===== config.mk =====
export PLATFORM = sky130hd
export DESIGN_NAME = bhls_ram
export DESIGN_NICKNAME = d
export VERILOG_FILES = /design/src/rtl/bhls_ram.sv
export SDC_FILE = /design/constraint.sdc
export NUM_CORES = 2
export LEC_CHECK = 0
export ABC_AREA = 1
export BUFFER_PORTS_ARGS = -buffer_cell sky130_fd_sc_hd__buf_4
export CAP_MARGIN = 15
export CORE_UTILIZATION = 35
export CTS_BUF_LIST = sky130_fd_sc_hd__clkbuf_8
export DETAILED_ROUTE_END_ITERATION = 16
export PLACE_DENSITY = 0.57
export SYNTH_ARGS = -nofsm -noshare
export SYNTH_HDL_FRONTEND = slang
export SYNTH_SLANG_ARGS = --single-unit

===== constraint.sdc =====
create_clock -name clk -period 4.7 [get_ports clk]
set_clock_uncertainty 0.2 [all_clocks]
set_input_delay 0.94 -clock clk [delete_from_list [all_inputs] [get_ports clk]]
set_output_delay 0.94 -clock clk [all_outputs]
set_load 0.05 [all_outputs]

===== src/rtl/bhls_ram.sv =====
// Generic single write port, single read port RAM with registered read data.
// No dependencies.
module bhls_ram #(
    parameter int WIDTH = 8,
    parameter int DEPTH = 256
) (
    input  logic                     clk,
    input  logic                     wr_en,
    input  logic [$clog2(DEPTH)-1:0] wr_addr,
    input  logic [WIDTH-1:0]         wr_data,
    input  logic                     rd_en,
    input  logic [$clog2(DEPTH)-1:0] rd_addr,
    output logic [WIDTH-1:0]         rd_data
);

    logic [WIDTH-1:0] mem [DEPTH];

    always_ff @(posedge clk)
    begin
        if (wr_en)
        begin
            mem[wr_addr] <= wr_data;
        end
        if (rd_en)
        begin
            rd_data <= mem[rd_addr];
        end
    end

endmodule


After elaboration in Yosys (flattened, before gate mapping)
Memories as Yosys holds them, arrays and structs flattened. A register that Yosys moved wholly into a read port is not among the register bits.
Index checks and enable logic that the tools add are counted.
{"block": "totals", "output_inout_bits": 8, "regBits": 0, "n_memories": 1, "mem_bits_rw": 2048}
{"block": "op_classes", "n_mux": 2}
{"name": "mem", "words": 256, "width": 8, "rd": 1, "rd_ports_with_merged_regs": 1, "wr": 1, "line_no": "16", "rtl": "logic [WIDTH-1:0] mem [DEPTH];"}
{"operator": "$mux W1", "n": 2}

Depth between registers and ports, before layout
{"block": "depth", "word_depth": 2, "mapped_depth": 15, "mapped_depth_nobuf": 11}

Least setup slack after synthesis
No wires, ideal clock.
{"block": "synth_path", "kind": "in2reg", "from": "input port wr_en", "to": "memory mem[162][0], enable pin", "stages": 4, "setup_time_ps": 370, "t_arrival_ps": 2061, "path_buffers": 2, "path_slack_ps": 2069, "required_ps": 4130, "path_cell_list": "clkbuf_1 > nand3_1 > clkbuf_1 > nor2_1"}
{"block": "synth_between", "elab_chain_cells": 2}
{"element": "start: declaration", "line_no": "8", "rtl": "input logic wr_en,"}
{"element": "$mux W1", "line_no": "20", "rtl": "if (wr_en)"}
{"element": "$mux W1 (implied by the code)", "line_no": "22", "rtl": "mem[wr_addr] <= wr_data;"}
{"element": "end: declaration", "line_no": "16"}
No other way between the ends.

==> results.sh <==
export IMPL_synth_top_area_share_pct=73.96
export IMPL_num_vias=54960
export IMPL_drt_iter0_drc=6124
export IMPL_gp_congestion=0.8729
export IMPL_slowest_stage="inv_8"
export IMPL_grt_pass1_vias=52920
export IMPL_setup_viol=0
export IMPL_portBuffers=34
export IMPL_drt_wl_total_microns=238600
export IMPL_worstPathArrival_ns=3.85
export IMPL_power_per_cell_area_nw_per_um2=391.1
export IMPL_die_area_sq_um=240500
export IMPL_worstPathMaxFanout=70
export IMPL_synth_fp_nets=7030
export IMPL_async_flop_share_pct=0
export IMPL_synth_edf_count=2056
export IMPL_dr_pass1_iters=5
export IMPL_fmax_ghz=0.3178
export IMPL_grtUsageTotal_pct=19.37
export IMPL_dp_cells=9894
export IMPL_fin_nets=7114
export IMPL_area_growth_pct=11.57
export IMPL_ioPinCount=35
export IMPL_synth_area_leaders="edfxtp_1 (74%), nand3_1 (12%), nand2_1 (9.5%), buf_2 (1.6%), nor2_1 (1.3%)"
export IMPL_rsz0062_at_grt="no"
export IMPL_tightest_slew_ns=1.079
export IMPL_critPathRequiredTime_ns=5.40
export IMPL_critPathBufInv=4
export IMPL_path_delay_family="simple AND/OR/NAND/NOR gates"
export IMPL_ir_drop_v=0.0003327
export IMPL_yosysMostFrequentCell="nand2_1"
export IMPL_grt_max_degree=153
export IMPL_overflow=0
export IMPL_drive_above_1_share_pct=8.439
export IMPL_p_int_uw=27640
export IMPL_p_switching_uw=8781
export IMPL_antenna_found_initial=12
export IMPL_drc=0
export IMPL_clock_path_buffers=4
export IMPL_start_util_pct=35.36
export IMPL_synth_area_per_cell_sq_um=11.92
export IMPL_synth_cells=7003
export IMPL_status="completed"
export IMPL_slew_violations=0
export IMPL_fin_crit_ns=3.147
export IMPL_yosys_top_cells_count="nand2_1 (2,123), edfxtp_1 (2,056), nand3_1 (2,019)"
export IMPL_hold_path_cell_count=3
export IMPL_max_cap_viol_count=0
export IMPL_clockPowerShare_pct=37.9
export IMPL_rows=178
export IMPL_seq_area_sq_um=61740
export IMPL_critPathMaxStageDelay_ns=0.49
export IMPL_cts_sinks=2056
export IMPL_crit_top_cell="nand3_1"
export IMPL_ys_types=13
export IMPL_cts_tree="built"
export IMPL_vias_per_cell=5.251
export IMPL_path_cells="buf_8 > inv_8 > buf_12 > buf_4 > nand3_1 > nand3_1 > nand3_1 > nand3_1 > nand3_1 > nand2_1 > nand2_1 > nand2_1"
export IMPL_fin_crit_sh_pct=66.95
export IMPL_drtAntennaViolNets=0
export IMPL_cts_resized=0
export IMPL_htree_levels=5
export IMPL_power_frac_comb_pct=6.5
export IMPL_die_h_microns=490.4
export IMPL_timing_final_hold_violations=0
export IMPL_synth_ff_type="edfxtp_1"
export IMPL_cp_depth=12
export IMPL_dp_hpwl_microns=134500
export IMPL_synth_top_cell_by_area="edfxtp_1"
export IMPL_leakage_uw=0.03227
export IMPL_syn_area_sq_um=83480
export IMPL_die_x_microns=490.4
export IMPL_critPathCaptureType="register"
export IMPL_start_kind="primary input"
export IMPL_n_fill_cell=22450
export IMPL_hp_class="in -> reg"
export IMPL_post_cts_setup_buffers=0
export IMPL_clock_latency_ns=1.06
export IMPL_path_class="in -> reg"
export IMPL_cts_root_buf="clkbuf_8"
export IMPL_sw_frac_of_total_pct=24.11
export IMPL_cts_clk_slew_worst_paths_ns=0.07
export IMPL_grt_pass1_wl_microns=351200
export IMPL_core_area_sq_um=236100
export IMPL_routedWlPerCell_microns=22.79
export IMPL_cts_buffers=339
export IMPL_max_slew_margin_rel_pct=27.82
export IMPL_multi_input_area_sq_um=19150
export IMPL_final_cells=10470
export IMPL_yosysSeqAreaShare_pct=73.96
export IMPL_seqPwrFrac_pct=55.6
export IMPL_whs_ns=0.1639
export IMPL_synth_seq_cells=2056
export IMPL_yosysWarningCount=0
export IMPL_final_setup_tns_ns=0
export IMPL_ff2ff_path_depth=10
## flip-flops by register name, summed over array words and instances (netlist names)
signal and flops:
mem 2048, rd_data 8
## power by group through the flow
stage	clock (uW)	sequential (uW)	combinational, uW
6_report	13800	20200	2360
5_1_grt	14900	20200	2540
2_1_floorplan	0	20600	1250
3_3_place_gp	0	20600	2340
3_5_place_dp	0	20600	2350
4_1_cts	14100	20200	2360
## worst min-delay path: stages
cell,delay [ns]
buf_4,0.21
nand2_1,0.08
nand2_1,0.05
## logic make-up (layout without fill, tap and decap cells)
| kind of cell | after synthesis | in the layout | synth area share, % |
|---|---|---|---|
| buf+inv | 522 | 830 | 3.116 |
| flops | 2056 | 2056 | 73.96 |
| other cells | 0 | 7 | 0 |
| simple gates | 4425 | 4425 | 22.92 |
## placed cells by master, fill, tap and decap left out
cell type / instances
inv_16: 1
clkinvlp_4: 6
buf_4: 163
nand2_2: 4
edfxtp_1: 2056
buf_8: 11
inv_4: 1
clkbuf_8: 344
dlygate4sd3_1: 2
diode_2: 7
bufinv_16: 2
inv_6: 2
clkinv_2: 29
nand3_1: 2019
buf_12: 50
inv_2: 1
nand2_1: 2119
inv_1: 141
nor2_1: 283
clkinv_8: 1
inv_8: 2
clkinv_1: 74
## worst paths after layout
kind,start,to,slack (ns)
setup / recovery,rd_addr[2],rd_data[0]$_DFFE_PP_,1.55
hold / removal,rd_addr[7],rd_data[2]$_DFFE_PP_,0.16
setup reg to reg,mem[143][0]$_DFFE_PP_,rd_data[0]$_DFFE_PP_,2.30
hold reg to reg,mem[205][7]$_DFFE_PP_,rd_data[7]$_DFFE_PP_,0.86
## layer usage
metal  part of all wire [%]  track usage, %
met1                     42           26.14
met2                     47           31.03
met3                    7.5           3.279
met4                    3.7           7.720
met5                  0.013               0
## final cells by class
cell class / count / area share, %
clock inverter: 221 / 1.034
sequential: 2056 / 66.29
multi-input combinational: 4425 / 20.56
tap: 3150 / 4.232
clock buffer: 344 / 5.084
inverter: 39 / 0.1935
antenna: 7 / 0.01881
timing repair buffer: 226 / 2.588
## per-stage QoR
stage	util (%)	power [uW]	cell area [sq um]	setup WS, ns
finish	39.45	36430	93130	1.553
global route	39.45	37620	93130	1.623
CTS	39.44	36690	93110	1.567
detailed placement	37.02	22980	87400	0.5715
global placement	37.02	22970	87400	0.5813
floorplan	-	21890	83480	2.069
## timing repair
action / in CTS / in global routing
hold buffers: 2 / 0
setup endpoints to repair: 0 / 0
endpoints found under the hold margin: 8 / 0
(Power assumes the default switching activity.)
